===== src/sv/gpf_pkg.sv =====
// Shared codes and types for the Goldbach prime pair finder.
`default_nettype none

package gpf_pkg;

  // result status codes
  localparam logic [1:0] STATUS_FOUND = 2'd0;
  localparam logic [1:0] STATUS_NONE  = 2'd1;
  localparam logic [1:0] STATUS_ODD   = 2'd2;

  // class assigned by the front end
  localparam logic [1:0] KIND_EVEN  = 2'd0;
  localparam logic [1:0] KIND_ODD   = 2'd1;
  localparam logic [1:0] KIND_SMALL = 2'd2;

  // queue between front and search engine
  localparam int Q_DEPTH = 2;
  localparam int Q_AW    = 1;

  localparam int SMALL_BITS = 15;
  localparam int LARGE_BITS = 16;
  localparam int IN_BITS    = 16;

  typedef struct packed {
    logic       valid;
    logic [1:0] kind;
  } q_ctl_t;

endpackage

`default_nettype wire


===== src/sv/gpf_front.sv =====
// Front end: takes input words, classifies them and queues them for the search engine.
`default_nettype none

module gpf_front #(
  parameter int UW = 16
) (
  input  wire                              clk,
  input  wire                              rst,
  input  wire                              in_valid,
  output logic                             in_ready,
  input  wire [gpf_pkg::IN_BITS-1:0]       even_value,
  output gpf_pkg::q_ctl_t                  q_ctl,
  output logic [UW-1:0]                    q_value,
  input  wire                              q_pop
);

  logic [UW-1:0]         mem_value [gpf_pkg::Q_DEPTH];
  logic [1:0]            mem_kind  [gpf_pkg::Q_DEPTH];
  logic [gpf_pkg::Q_AW-1:0] wr_ptr;
  logic [gpf_pkg::Q_AW-1:0] rd_ptr;
  logic [gpf_pkg::Q_AW:0]   count;
  logic [UW-1:0]         value_in;
  logic [1:0]            kind_in;
  logic                  push;
  logic                  pop;

  assign value_in = even_value[UW-1:0];

  always_comb begin
    if (value_in[0]) begin
      kind_in = gpf_pkg::KIND_ODD;
    end else if (value_in < UW'(4)) begin
      // zero and two: no candidate in range
      kind_in = gpf_pkg::KIND_SMALL;
    end else begin
      kind_in = gpf_pkg::KIND_EVEN;
    end
  end

  assign in_ready = (count != (gpf_pkg::Q_AW+1)'(gpf_pkg::Q_DEPTH));
  assign push     = in_valid && in_ready;
  assign pop      = q_pop && (count != '0);

  always_ff @(posedge clk) begin
    if (rst) begin
      wr_ptr <= '0;
      rd_ptr <= '0;
      count  <= '0;
    end else begin
      if (push) begin
        wr_ptr <= wr_ptr + 1'b1;
      end
      if (pop) begin
        rd_ptr <= rd_ptr + 1'b1;
      end
      if (push && !pop) begin
        count <= count + 1'b1;
      end else if (pop && !push) begin
        count <= count - 1'b1;
      end
    end
  end

  always_ff @(posedge clk) begin
    if (push) begin
      mem_value[wr_ptr] <= value_in;
      mem_kind[wr_ptr]  <= kind_in;
    end
  end

  assign q_ctl.valid = (count != '0);
  assign q_ctl.kind  = mem_kind[rd_ptr];
  assign q_value     = mem_value[rd_ptr];

endmodule

`default_nettype wire


===== src/sv/gpf_trial_mod.sv =====
// Bit-serial restoring remainder unit: dividend mod divisor, one quotient bit per cycle.
`default_nettype none

module gpf_trial_mod #(
  parameter int UW = 16,
  parameter int DW = 9
) (
  input  wire            clk,
  input  wire            rst,
  input  wire            start,
  input  wire [UW-1:0]   dividend,
  input  wire [DW-1:0]   divisor,
  output logic           done,
  output logic [DW-1:0]  rem
);

  localparam int CW = $clog2(UW + 1);

  logic          busy;
  logic [CW-1:0] cnt;
  logic [UW-1:0] shreg;
  logic [DW-1:0] dvs;
  logic [DW:0]   trial;
  logic [DW-1:0] rem_next;

  assign trial = {rem, shreg[UW-1]};

  always_comb begin
    if (trial >= {1'b0, dvs}) begin
      rem_next = DW'(trial - {1'b0, dvs});
    end else begin
      rem_next = trial[DW-1:0];
    end
  end

  always_ff @(posedge clk) begin
    if (rst) begin
      busy <= 1'b0;
      done <= 1'b0;
      cnt  <= '0;
    end else begin
      done <= 1'b0;
      if (start) begin
        busy <= 1'b1;
        cnt  <= CW'(UW);
      end else if (busy) begin
        cnt <= cnt - 1'b1;
        if (cnt == CW'(1)) begin
          busy <= 1'b0;
          done <= 1'b1;
        end
      end
    end
  end

  always_ff @(posedge clk) begin
    if (start) begin
      rem   <= '0;
      shreg <= dividend;
      dvs   <= divisor;
    end else if (busy) begin
      rem   <= rem_next;
      shreg <= shreg << 1;
    end
  end

endmodule

`default_nettype wire


===== src/sv/gpf_search.sv =====
// Search engine: walks candidates, runs trial division on both halves, holds the result word.
`default_nettype none

module gpf_search #(
  parameter int UW = 16,
  parameter int DW = 9
) (
  input  wire                                clk,
  input  wire                                rst,
  input  wire gpf_pkg::q_ctl_t               q_ctl,
  input  wire [UW-1:0]                       q_value,
  output logic                               q_pop,
  output logic                               out_valid,
  input  wire                                out_ready,
  output logic [1:0]                         status,
  output logic [gpf_pkg::SMALL_BITS-1:0]     small_prime,
  output logic [gpf_pkg::LARGE_BITS-1:0]     large_prime
);

  localparam int SW = 2 * DW;

  localparam logic [2:0] S_IDLE  = 3'd0;
  localparam logic [2:0] S_CHECK = 3'd1;
  localparam logic [2:0] S_DIV   = 3'd2;
  localparam logic [2:0] S_DONE  = 3'd3;

  logic [2:0]    state;
  logic [UW-1:0] value;
  logic [UW-2:0] half;
  logic [UW-2:0] p;
  logic [UW-1:0] tv;
  logic          side;
  logic [DW-1:0] d;
  logic [SW-1:0] sq;
  logic [1:0]    res_status;
  logic [UW-2:0] res_small;
  logic [UW-1:0] res_large;
  logic          div_start;
  logic          div_done;
  logic [DW-1:0] div_rem;
  logic [UW-1:0] partner;
  logic [UW-2:0] p_inc;
  logic          sq_over;
  logic          out_free;

  assign partner  = value - UW'(p);
  assign p_inc    = p + (UW-1)'(1);
  assign sq_over  = sq > SW'(tv);
  assign out_free = !out_valid || out_ready;

  assign q_pop     = (state == S_IDLE) && q_ctl.valid;
  assign div_start = (state == S_CHECK) && !sq_over;

  gpf_trial_mod #(
    .UW(UW),
    .DW(DW)
  ) u_mod (
    .clk      (clk),
    .rst      (rst),
    .start    (div_start),
    .dividend (tv),
    .divisor  (d),
    .done     (div_done),
    .rem      (div_rem)
  );

  always_ff @(posedge clk) begin
    if (rst) begin
      state <= S_IDLE;
    end else begin
      unique case (state)
        S_IDLE: begin
          if (q_ctl.valid) begin
            value <= q_value;
            half  <= q_value[UW-1:1];
            p     <= (UW-1)'(2);
            tv    <= UW'(2);
            side  <= 1'b0;
            d     <= DW'(2);
            sq    <= SW'(4);
            res_small <= '0;
            res_large <= '0;
            if (q_ctl.kind == gpf_pkg::KIND_ODD) begin
              res_status <= gpf_pkg::STATUS_ODD;
              state      <= S_DONE;
            end else if (q_ctl.kind == gpf_pkg::KIND_SMALL) begin
              res_status <= gpf_pkg::STATUS_NONE;
              state      <= S_DONE;
            end else begin
              state <= S_CHECK;
            end
          end
        end
        S_CHECK: begin
          if (sq_over) begin
            // tv is prime
            if (!side) begin
              side <= 1'b1;
              tv   <= partner;
              d    <= DW'(2);
              sq   <= SW'(4);
            end else begin
              res_status <= gpf_pkg::STATUS_FOUND;
              res_small  <= p;
              res_large  <= partner;
              state      <= S_DONE;
            end
          end else begin
            state <= S_DIV;
          end
        end
        S_DIV: begin
          if (div_done) begin
            if (div_rem == '0) begin
              // composite: move to next candidate
              if (p == half) begin
                res_status <= gpf_pkg::STATUS_NONE;
                state      <= S_DONE;
              end else begin
                p     <= p_inc;
                tv    <= UW'(p_inc);
                side  <= 1'b0;
                d     <= DW'(2);
                sq    <= SW'(4);
                state <= S_CHECK;
              end
            end else begin
              // (d+1)^2 = d^2 + 2d + 1
              d     <= d + 1'b1;
              sq    <= sq + SW'({d, 1'b1});
              state <= S_CHECK;
            end
          end
        end
        S_DONE: begin
          if (out_free) begin
            state <= S_IDLE;
          end
        end
        default: begin
          state <= S_IDLE;
        end
      endcase
    end
  end

  always_ff @(posedge clk) begin
    if (rst) begin
      out_valid <= 1'b0;
    end else if (state == S_DONE && out_free) begin
      out_valid <= 1'b1;
    end else if (out_ready) begin
      out_valid <= 1'b0;
    end
  end

  always_ff @(posedge clk) begin
    if (state == S_DONE && out_free) begin
      status      <= res_status;
      small_prime <= gpf_pkg::SMALL_BITS'(res_small);
      large_prime <= gpf_pkg::LARGE_BITS'(res_large);
    end
  end

endmodule

`default_nettype wire


===== src/sv/goldbach_prime_pair_finder.sv =====
// Top level: Goldbach prime pair finder, front queue plus trial-division search engine.
// Timing: odd, zero and two skip the search and go straight to a result; an even word
//   walks candidates, each checked by the bit-serial remainder unit one trial divisor at
//   a time over VALUE_BITS bits, with VALUE_BITS capped at 16.
// Throughput: one word at a time in the search engine; a 2-deep queue takes words meanwhile.
// Reset: synchronous, empties the queue, idles the engine and drops any pending result.
`default_nettype none

module goldbach_prime_pair_finder #(
  parameter int VALUE_BITS = 16
) (
  input  wire                                clk,
  input  wire                                rst,
  input  wire                                in_valid,
  output logic                               in_ready,
  input  wire [gpf_pkg::IN_BITS-1:0]         even_value,
  output logic                               out_valid,
  input  wire                                out_ready,
  output logic [1:0]                         status,
  output logic [gpf_pkg::SMALL_BITS-1:0]     small_prime,
  output logic [gpf_pkg::LARGE_BITS-1:0]     large_prime
);

  // bits above the input field carry nothing
  localparam int UW = (VALUE_BITS < gpf_pkg::IN_BITS) ? VALUE_BITS : gpf_pkg::IN_BITS;
  localparam int DW = (UW + 1) / 2 + 1;

  gpf_pkg::q_ctl_t q_ctl;
  logic [UW-1:0]   q_value;
  logic            q_pop;

  gpf_front #(
    .UW(UW)
  ) u_front (
    .clk        (clk),
    .rst        (rst),
    .in_valid   (in_valid),
    .in_ready   (in_ready),
    .even_value (even_value),
    .q_ctl      (q_ctl),
    .q_value    (q_value),
    .q_pop      (q_pop)
  );

  gpf_search #(
    .UW(UW),
    .DW(DW)
  ) u_search (
    .clk         (clk),
    .rst         (rst),
    .q_ctl       (q_ctl),
    .q_value     (q_value),
    .q_pop       (q_pop),
    .out_valid   (out_valid),
    .out_ready   (out_ready),
    .status      (status),
    .small_prime (small_prime),
    .large_prime (large_prime)
  );

endmodule

`default_nettype wire


===== config.mk =====
export PLATFORM = sky130hd
export DESIGN_NAME = goldbach_prime_pair_finder
export DESIGN_NICKNAME = d
export VERILOG_FILES = /design/src/sv/gpf_pkg.sv /design/src/sv/gpf_front.sv /design/src/sv/gpf_trial_mod.sv /design/src/sv/gpf_search.sv /design/src/sv/goldbach_prime_pair_finder.sv
export SDC_FILE = /design/constraint.sdc
export NUM_CORES = 1
export LEC_CHECK = 0
export BUFFER_PORTS_ARGS = -buffer_cell sky130_fd_sc_hd__buf_2
export CAP_MARGIN = 15
export CORE_ASPECT_RATIO = 0.9
export CORE_MARGIN = 2
export CORE_UTILIZATION = 40
export CTS_CLUSTER_SIZE = 8
export DETAILED_ROUTE_END_ITERATION = 10
export GPL_ROUTABILITY_DRIVEN = 1
export PLACE_DENSITY_LB_ADDON = 0.15
export SLEW_MARGIN = 20
export SYNTH_ARGS = -nofsm -noshare
export SYNTH_HDL_FRONTEND = slang
export SYNTH_HIERARCHICAL = 1
export SYNTH_SLANG_ARGS = --single-unit
export TNS_END_PERCENT = 30

===== constraint.sdc =====
create_clock -name clk -period 5.9 [get_ports clk]
set_input_delay 0.295 -clock clk [delete_from_list [all_inputs] [get_ports clk]]
set_output_delay 0.295 -clock clk [all_outputs]
set_load 0.01 [all_outputs]

==> flow_metrics.env, run 1 <==
export IMPL_reg2reg_from="u_search/state[0]"
export IMPL_p_leak_nw=4.663
export IMPL_pwr_share_comb_pct=34.4
export IMPL_reg2reg_depth=8
export IMPL_max_slew_margin_pct=35.73
export IMPL_routabilityCongestion=0.8483
export IMPL_slowest_delay_ns=0.62
export IMPL_worst_setup_path_type="flop to flop"
export IMPL_maxCapViolCount=0
export IMPL_ys_warn_count=6
export IMPL_hpwl_mm=16.42
export IMPL_coreArea_um2=27100
export IMPL_hp_class="input pin to flop"
export IMPL_worstPathArrival_ns=3.48
export IMPL_top_usage_layer="met1"
export IMPL_wirelength_mm=23.64
export IMPL_ctsResizeCount=0
export IMPL_start_kind="flop"
export IMPL_final_util_pct=46.88
export IMPL_p_clk_share_pct=24.4
export IMPL_synthTopCellsByCount="200 x edfxtp_1, 90 x nor2_1, 61 x inv_1"
export IMPL_cts_made_buffers=31
export IMPL_fin_crit_sh_pct=55.10
export IMPL_grt_pass1_wl_mm=37.56
export IMPL_peakVddDrop_mv=0.2553
export IMPL_core_rowCount=57
export IMPL_min_period_ns=3.251
export IMPL_ys_flop_type="edfxtp_1"
export IMPL_gr_usage_met1_pct=25.18
export IMPL_cp_required_ns=6.13
export IMPL_whs_path_depth=3
export IMPL_finalSetupTns_ns=0
export IMPL_synth_nets=973
export IMPL_slowest_stage="inv_1"
export IMPL_synthArstFlopShare_pct=0
export IMPL_grt_max_degree=38
export IMPL_wl_per_cell_um=17.67
export IMPL_p_int_mw=4.110
export IMPL_crit_fanout=21
export IMPL_grt_pass1_vias=6834
export IMPL_drtIter0Drc=544
export IMPL_grt_overflow=0
export IMPL_syn_area_um2=11080
export IMPL_whs_endpoint="u_front/wr_ptr"
export IMPL_cts_clk_slew_worst_paths_ns=0.06
export IMPL_start_util_pct=40.90
export IMPL_syn_inst=890
export IMPL_seqPwrFrac_pct=41.1
export IMPL_diodes=0
export IMPL_path_cells="inv_1, ha_1, inv_1, o22ai_1, or3_1, nand2b_1, a21oi_1, buf_4"
export IMPL_fmax_ghz=0.3076
export IMPL_yosys_area_top_type="edfxtp_1"
export IMPL_synth_top_area_share_pct=54.19
export IMPL_yosysMostFrequentCell="edfxtp_1"
export IMPL_layout_nets=1056
export IMPL_syn2layout_area_growth_pct=14.63
export IMPL_drv_slew=0
export IMPL_yosys_cell_types_count=78
export IMPL_grtUsageMet2_pct=23.67
export IMPL_clk_latency_ns=0.54
export IMPL_drive_gt1_share_pct=15.45
export IMPL_power_density_nw_per_um2=500.0
export IMPL_rrSetupSlack_ns=2.65
export IMPL_switching_power_mw=2.243
export IMPL_ys_seq_area_share_pct=58.52
export IMPL_design_die_area_um2=29060
export IMPL_clock_sinks=224
export IMPL_cp_end_kind="flop"
export IMPL_hold_violations=0
export IMPL_syn_area_per_cell_um2=12.45
export IMPL_crit_path_frequent_cell="inv_1"
export IMPL_setup_viol=0
export IMPL_vias=7051
export IMPL_grt_util_met3_pct=2.422
export IMPL_hp_start="in_valid"
export IMPL_die_height_um=161.9
export IMPL_fin_worst_skew_ns=0.01272
export IMPL_tightest_slew_ns=0.9620
export IMPL_htreeDepth=1
export IMPL_switching_share_pct=35.30
export IMPL_reg2reg_to="u_search/tv[0]"
export IMPL_first_pass_iters=5
export IMPL_cts_tree="yes"
export IMPL_cts_buffer_depth=3
export IMPL_remaining_drc_errors=0
export IMPL_synth_seq_cells=224
export IMPL_vias_per_cell=5.270
export IMPL_port_buffer_count=54
export IMPL_cts_root_buf="clkbuf_16"
export IMPL_synthTopCellsByArea="edfxtp_1 54%, ha_1 6.8%, dfxtp_1 4.3%, mux2_2 3.3%, xnor2_1 3.2%"
export IMPL_io_pins=55
export IMPL_rsz0062_at_grt="no"
export IMPL_grt_total_usage_pct=16.15
export IMPL_synth_edff_count=200
export IMPL_die_width_um=179.5
export IMPL_ant_nets=0
export IMPL_antenna_found_initial=0
export IMPL_outcome="complete, no violations"
[how the worst max path moves through the flow]
stage                                  from               endpoint  slack (ns)  cells past startpoint
final                     u_search/state[0]         u_search/tv[0]        2.65                      8
after CTS                 u_search/state[0]         u_search/tv[3]        2.65                      8
after global routing      u_search/state[0]         u_search/tv[3]        2.41                      8
after global placement    u_search/state[0]         u_search/tv[4]        2.75                      8
after detailed placement  u_search/state[0]         u_search/tv[4]        2.66                      8
after floorplan             u_search/sq[13]  u_search/res_large[0]        1.62                      7
[cells by family (layout without fill, tap and decap cells)]
logic type	after synthesis	after routing	share of synthesized area (%)
flops	224	224	58.52
simple gates	262	262	12.12
mux	35	35	3.534
fa+ha+maj	63	63	7.315
compound gates	158	158	10.16
buf+inv	88	182	3.601
xor+xnor	60	60	4.741
[power groups by stage]
stage / sequential [mW] / clock, mW / combinational [mW]
2_1_floorplan: 2.51 / 0 / 1.69
3_3_place_gp: 2.64 / 0 / 2.16
3_5_place_dp: 2.64 / 0 / 2.17
4_1_cts: 2.62 / 1.60 / 2.19
5_1_grt: 2.66 / 1.66 / 2.47
6_report: 2.61 / 1.55 / 2.19
[placed cells by master, fill, tap and decap left out, types with 11 or more instances in the layout]
master | netlist | routed
a21o_1 | 14 | 14
a21oi_1 | 31 | 30
buf_2 | 3 | 54
clkbuf_1 | 12 | 13
clkbuf_16 | 0 | 31
dfxtp_1 | 24 | 24
dlygate4sd3_1 | 0 | 16
edfxtp_1 | 200 | 200
ha_1 | 60 | 60
inv_1 | 61 | 61
mux2_2 | 32 | 32
nand2_1 | 29 | 29
nand3_1 | 27 | 27
nand4_1 | 19 | 19
nor2_1 | 90 | 90
nor2b_1 | 12 | 11
nor3_1 | 24 | 22
o21a_1 | 20 | 20
o21ai_0 | 28 | 28
or3_1 | 12 | 12
xnor2_1 | 41 | 41
xor2_1 | 19 | 19
[timing repair]
| item | in CTS | in global routing |
|---|---|---|
| endpoints found under the hold margin | 32 | 0 |
| hold buffers | 16 | 0 |
| buffers inserted | 0 | 0 |
[sequential cells by signal (all words and copies together), names as in the netlist, 9 cells and up, named ones only]
signal	flops
u_search/small_prime	15
u_search/res_large	16
u_search/u_mod/dvs	9
u_search/large_prime	16
u_search/sq	18
u_search/d	9
u_search/u_mod/shreg	16
u_search/u_mod/rem	9
u_front/mem_value	31
u_search/p	15
u_search/res_small	15
u_search/tv	16
u_search/value	15
[layout make-up]
class | instances | area (µm²)
fillers | 2489 | 14400
clock buffers | 44 | 824.5
inverters | 61 | 229.0
repair buffers | 77 | 483.0
multi-input cells | 578 | 4239
well taps | 354 | 442.9
flip-flops and latches | 224 | 6486
[worst max-delay path, delay by kind of cell (launching register included)]
family	cells	cell delay [ns]
buffers and inverters	3	0.99
AOI/OAI and AO/OA	2	0.65
and+or+nand+nor	2	0.63
DFF	1	0.36
adders and majority gates	1	0.31
[stage by stage]
step	total power, mW	area [µm²]	hold slack, ns	std cells	setup WS (ns)
3_5_place_dp	4.807	11720	0.4052	1278	2.658
2_1_floorplan	4.193	11080	0.3641	890	1.625
4_1_cts	6.411	12700	0.06138	1338	2.651
5_1_grt	6.788	12700	0.1043	1338	2.406
6_report	6.353	12700	0.09357	1338	2.649
3_3_place_gp	4.802	11720	0.4032	1278	2.752
[per-layer routing]
| layer | vias to the layer above | wire [µm] |
|---|---|---|
| li1 | 3465 | - |
| met1 | 3408 | 12260 |
| met2 | 150 | 10000 |
| met3 | 28 | 1076 |
| met4 | 0 | 300 |
| met5 | - | 0 |
Power figures use the tool's default switching activity.
==> run 2: changes to the inputs <==
Clock period 5.9 ns to 3 ns, I/O delays scaled along.
==> flow_metrics.env, run 2 (synthesis gave the netlist of run 1 again) <==
export IMPL_outcome="complete, no violations"
export IMPL_peakVddDrop_mv=0.5901
export IMPL_p_clk_share_pct=25.4
export IMPL_clock_sinks=224
export IMPL_grt_pass1_vias=7081
export IMPL_cp_end_kind="flop"
export IMPL_vias=7142
export IMPL_io_pins=55
export IMPL_regMostFlops="u_front/mem_value"
export IMPL_cts_tree="yes"
export IMPL_start_kind="flop"
export IMPL_cts_setup_buffers=0
export IMPL_largestRegisters="u_front/mem_value (31), u_search/sq (18)"
export IMPL_grt_max_degree=36
export IMPL_antenna_found_initial=1
export IMPL_grt_overflow=0
export IMPL_setup_viol=0
export IMPL_syn2layout_area_growth_pct=17.53
export IMPL_p_int_mw=8.467
export IMPL_wl_per_cell_um=18.06
export IMPL_htreeDepth=2
export IMPL_fill_cells=2448
export IMPL_fmax_ghz=0.3529
export IMPL_hp_class="input pin to flop"
export IMPL_drv_slew=0
export IMPL_clk_latency_ns=0.49
export IMPL_first_pass_iters=5
export IMPL_final_cells=1359
export IMPL_final_common_cell="edfxtp_1"
export IMPL_drive_gt1_share_pct=18.03
export IMPL_rrSetupSlack_ns=0.17
export IMPL_die_height_um=161.9
export IMPL_max_slew_margin_pct=35.93
export IMPL_wirelength_mm=24.55
export IMPL_seqPwrFrac_pct=39.0
export IMPL_cts_clk_slew_worst_paths_ns=0.05
export IMPL_layout_nets=1081
export IMPL_remaining_drc_errors=0
export IMPL_largest_reg_flops=31
export IMPL_die_width_um=179.5
export IMPL_crit_fanout=3
export IMPL_fin_worst_skew_ns=0.01422
export IMPL_hold_violations=0
export IMPL_pwr_share_comb_pct=35.6
export IMPL_switching_share_pct=35.04
export IMPL_p_total_mw=13.03
export IMPL_grt_total_usage_pct=16.90
export IMPL_worstPathArrival_ns=3.05
export IMPL_ant_nets=0
export IMPL_coreArea_um2=27100
export IMPL_min_period_ns=2.834
export IMPL_cts_made_buffers=34
export IMPL_drtIter0Drc=507
export IMPL_switching_power_mw=4.568
export IMPL_cp_required_ns=3.21
export IMPL_core_rowCount=57
export IMPL_maxCapViolCount=0
export IMPL_cts_buffer_depth=3
export IMPL_power_density_nw_per_um2=1001
export IMPL_fin_crit_sh_pct=94.45
export IMPL_cts_root_buf="clkbuf_16"
export IMPL_grt_pass1_wl_mm=39.01
export IMPL_vias_per_cell=5.255
export IMPL_design_die_area_um2=29060
export IMPL_port_buffer_count=54
export IMPL_layout_cells_most_common_list="200 x edfxtp_1, 90 x nor2_1, 61 x inv_1, 60 x ha_1, 54 x buf_2"
export IMPL_hpwl_mm=17.29
export IMPL_start_util_pct=40.90
export IMPL_routabilityCongestion=0.8550
export IMPL_rsz0062_at_grt="no"
export IMPL_p_leak_nw=4.832
export IMPL_worst_setup_path_type="flop to flop"
export IMPL_dp_cells=1299
export IMPL_tightest_slew_ns=0.9588
[run 2: final timing paths]
| kind | from | end | cells after the start |
|---|---|---|---|
| setup / recovery | u_search/value[0] | u_search/tv[14] | 10 |
| hold / removal | out_ready | u_search/out_valid | 4 |
| setup reg to reg | u_search/value[0] | u_search/tv[14] | 10 |
| hold reg to reg | u_search/res_large[6] | u_search/large_prime[6] | 0 |
[run 2: layout make-up]
class	instances	area [µm²]	area share, %
Tap cell	354	442.9	3.400
Multi-Input combinational cell	578	4253	32.65
Sequential cell	224	6486	49.79
Inverter	61	229.0	1.758
Timing Repair Buffer	99	700.7	5.379
Antenna cell	1	2.502	0.01921
Clock inverter	2	17.52	0.1345
Clock buffer	40	894.6	6.868
[run 2: timing repair]
| item | 4_1_cts | 5_1_grt |
|---|---|---|
| endpoints found under the setup margin | 0 | 4 |
| gates resized for setup | 0 | 2 |
| hold buffers | 17 | 0 |
| endpoints found under the hold margin | 33 | 0 |
[run 2: worst max-delay path, stage by stage, from the launching register on]
cell,delay [ns]
edfxtp_1,0.36
inv_1,0.07
ha_1,0.17
inv_1,0.06
fa_1,0.43
a211oi_2,0.25
o21ai_0,0.22
a211o_1,0.37
a221oi_2,0.36
or3_1,0.17
nand3_1,0.09
[run 2: per-stage QoR]
stage                     area, µm²  setup TNS [ns]  utilization [%]  setup WS (ns)  hold slack, ns
after global routing          13020               0            48.06        0.03224         0.06818
final                         13030               0            48.07         0.1664         0.05871
after CTS                     13020               0            48.03         0.1398         0.04517
after global placement        11930               0            44.04         0.2059          0.3401
after floorplan               11100          -12.67                -        -0.3072          0.2191
after detailed placement      11930               0            44.04         0.1598          0.3440
[run 2: power by group through the flow]
| stage | logic (mW) | clock network [mW] | registers [mW] |
|---|---|---|---|
| 2_1_floorplan | 3.33 | 0 | 4.92 |
| 4_1_cts | 4.65 | 3.40 | 5.09 |
| 3_5_place_dp | 4.60 | 0 | 5.13 |
| 5_1_grt | 5.18 | 3.54 | 5.18 |
| 3_3_place_gp | 4.58 | 0 | 5.13 |
| 6_report | 4.64 | 3.31 | 5.09 |
[run 2: per-layer routing]
metal / up-vias / global-route usage (%) / share of wire (%)
met4: 0 / 4.582 / 1.7
met3: 34 / 2.803 / 6.1
met2: 192 / 24.57 / 42
li1: 3510 / - / -
met5: - / 0 / 0
met1: 3406 / 26.01 / 50
==> run 3: changes to the inputs <==
Settings changed: CELL_PAD_IN_SITES_DETAIL_PLACEMENT from default to 2, CELL_PAD_IN_SITES_GLOBAL_PLACEMENT from default to 2, CORE_UTILIZATION 40 to 43, MAX_ROUTING_LAYER from default to met4.
==> flow_metrics.env, run 3 (synthesis gave the netlist of run 1 again) <==
export IMPL_largestRegisters="u_front/mem_value (31), u_search/sq (18)"
export IMPL_switching_power_mw=5.237
export IMPL_wl_per_cell_um=25.13
export IMPL_min_period_ns=2.887
export IMPL_drtIter0Drc=392
export IMPL_fin_crit_sh_pct=96.22
export IMPL_grt_total_usage_pct=26.00
export IMPL_dp_cells=1284
export IMPL_largest_reg_flops=31
export IMPL_switching_share_pct=38.15
export IMPL_crit_fanout=3
export IMPL_final_util_pct=51.61
export IMPL_grt_util_met3_pct=4.956
export IMPL_htreeDepth=2
export IMPL_p_leak_nw=4.829
export IMPL_hpwl_mm=24.00
export IMPL_fmax_ghz=0.3464
export IMPL_peakVddDrop_mv=0.4929
export IMPL_slowest_delay_ns=0.41
export IMPL_p_clk_share_pct=25.1
export IMPL_clock_sinks=224
export IMPL_slowest_stage="fa_2"
export IMPL_max_slew_margin_pct=43.14
export IMPL_remaining_drc_errors=0
export IMPL_seqPwrFrac_pct=37.5
export IMPL_port_buffer_count=54
export IMPL_core_rowCount=55
export IMPL_start_kind="flop"
export IMPL_gr_usage_met1_pct=31.58
export IMPL_first_pass_iters=5
export IMPL_cts_buffer_depth=3
export IMPL_final_cells=1352
export IMPL_fin_hold_ws_ns=0.1053
export IMPL_vias=7726
export IMPL_drive_gt1_share_pct=18.22
export IMPL_drv_slew=0
export IMPL_pwr_share_comb_pct=37.3
export IMPL_grtUsageMet2_pct=44.76
export IMPL_die_height_um=156.3
export IMPL_coreArea_um2=25260
export IMPL_antenna_found_initial=1
export IMPL_vias_per_cell=5.714
export IMPL_die_width_um=173.2
export IMPL_start_util_pct=43.88
export IMPL_clk_latency_ns=0.51
export IMPL_diodes=0
export IMPL_design_die_area_um2=27080
export IMPL_grt_pass1_wl_mm=52.34
export IMPL_cts_tree="yes"
export IMPL_grt_max_degree=34
export IMPL_path_cells="inv_1, ha_1, inv_1, fa_2, a211oi_4, o21ai_2, a211o_1, a221oi_4, or3_1, nand3_1"
export IMPL_fin_worst_skew_ns=0.02521
export IMPL_top_usage_layer="met2"
export IMPL_final_common_cell="edfxtp_1"
export IMPL_cts_root_buf="clkbuf_16"
export IMPL_p_int_mw=8.489
export IMPL_cts_clk_slew_worst_paths_ns=0.05
export IMPL_worstPathArrival_ns=3.10
export IMPL_syn2layout_area_growth_pct=17.61
export IMPL_setup_viol=0
export IMPL_routabilityCongestion=0.8721
export IMPL_io_pins=55
export IMPL_wirelength_mm=33.98
export IMPL_crit_path_frequent_cell="inv_1"
export IMPL_layout_nets=1079
export IMPL_grt_overflow=0
export IMPL_power_density_nw_per_um2=1053
export IMPL_worst_setup_path_type="flop to flop"
export IMPL_tightest_slew_ns=0.8528
export IMPL_layout_cells_most_common_list="200 x edfxtp_1, 89 x nor2_1, 61 x inv_1, 60 x ha_1, 54 x buf_2"
export IMPL_rsz0062_at_grt="no"
export IMPL_cp_required_ns=3.21
export IMPL_outcome="complete, no violations"
export IMPL_cp_end_kind="flop"
export IMPL_hold_violations=0
export IMPL_maxCapViolCount=0
export IMPL_hp_class="input pin to flop"
export IMPL_regMostFlops="u_front/mem_value"
export IMPL_ant_nets=0
export IMPL_cts_made_buffers=34
export IMPL_grt_pass1_vias=8638
[run 3: changes by cell type in the layout (fill, tap and decap cells not counted), sizes merged]
cell    previous run  this run
buf               82        80
inv               62        63
clkinv             1         2
diode              1         0
clkbuf            40        46
[run 3: metrics by stage]
step	setup slack (ns)	cell area (µm²)	total power, mW	TNS, ns
after global placement	0.2284	11870	9.583	0
after global routing	0.005709	13040	14.47	0
after CTS	-0.007706	13000	13.70	-0.007706
final	0.1134	13040	13.73	0
after floorplan	-0.3072	11100	8.252	-12.67
after detailed placement	-0.09945	11870	10.09	-0.2032
[run 3: layer usage]
| layer | part of all wire (%) | routed length (µm) |
|---|---|---|
| met5 | 0 | 0 |
| met4 | 2.3 | 786 |
| met3 | 5.2 | 1764 |
| met2 | 50 | 17120 |
| met1 | 42 | 14310 |
[run 3: timing repair]
item                                   4_1_cts  5_1_grt
pin swaps                                    0        4
endpoints found under the hold margin       33        0
setup endpoints to repair                   12      112
resized for setup                            4        8
gates cloned                                 0        0
buffers inserted                             0        1
hold buffers                                17        0
[run 3: area by class of cell]
type	count	area, µm²
fill	2473	12220
sequential	224	6486
multi-input combinational	578	4293
clock buffer	46	895.9
timing repair buffer	97	660.6
tap	342	427.9
inverter	61	229.0
clock inverter	4	42.54
[run 3: power by group through the flow]
| stage | registers [mW] | clock network (mW) | logic [mW] |
|---|---|---|---|
| global placement | 5.10 | 0 | 4.48 |
| floorplan | 4.92 | 0 | 3.33 |
| global route | 5.24 | 3.63 | 5.60 |
| finish | 5.15 | 3.45 | 5.12 |
| detailed placement | 5.18 | 0 | 4.91 |
| CTS | 5.15 | 3.50 | 5.05 |
[run 3: worst paths after layout]
path,startpoint,endpoint,slack (ns),depth (start not counted)
hold reg to reg,u_search/res_large[7],u_search/large_prime[7],0.42,0
setup / recovery,u_search/value[0],u_search/tv[14],0.11,10
setup reg to reg,u_search/value[0],u_search/tv[14],0.11,10
hold / removal,rst,u_front/rd_ptr,0.11,2
[run 3: critical path, delay by kind of cell, from the launching register on]
kind / cells / cell delay, ns
DFF: 1 / 0.35
and+or+nand+nor: 2 / 0.27
AOI/OAI and AO/OA: 4 / 1.21
buffers and inverters: 2 / 0.15
adders and majority gates: 2 / 0.61
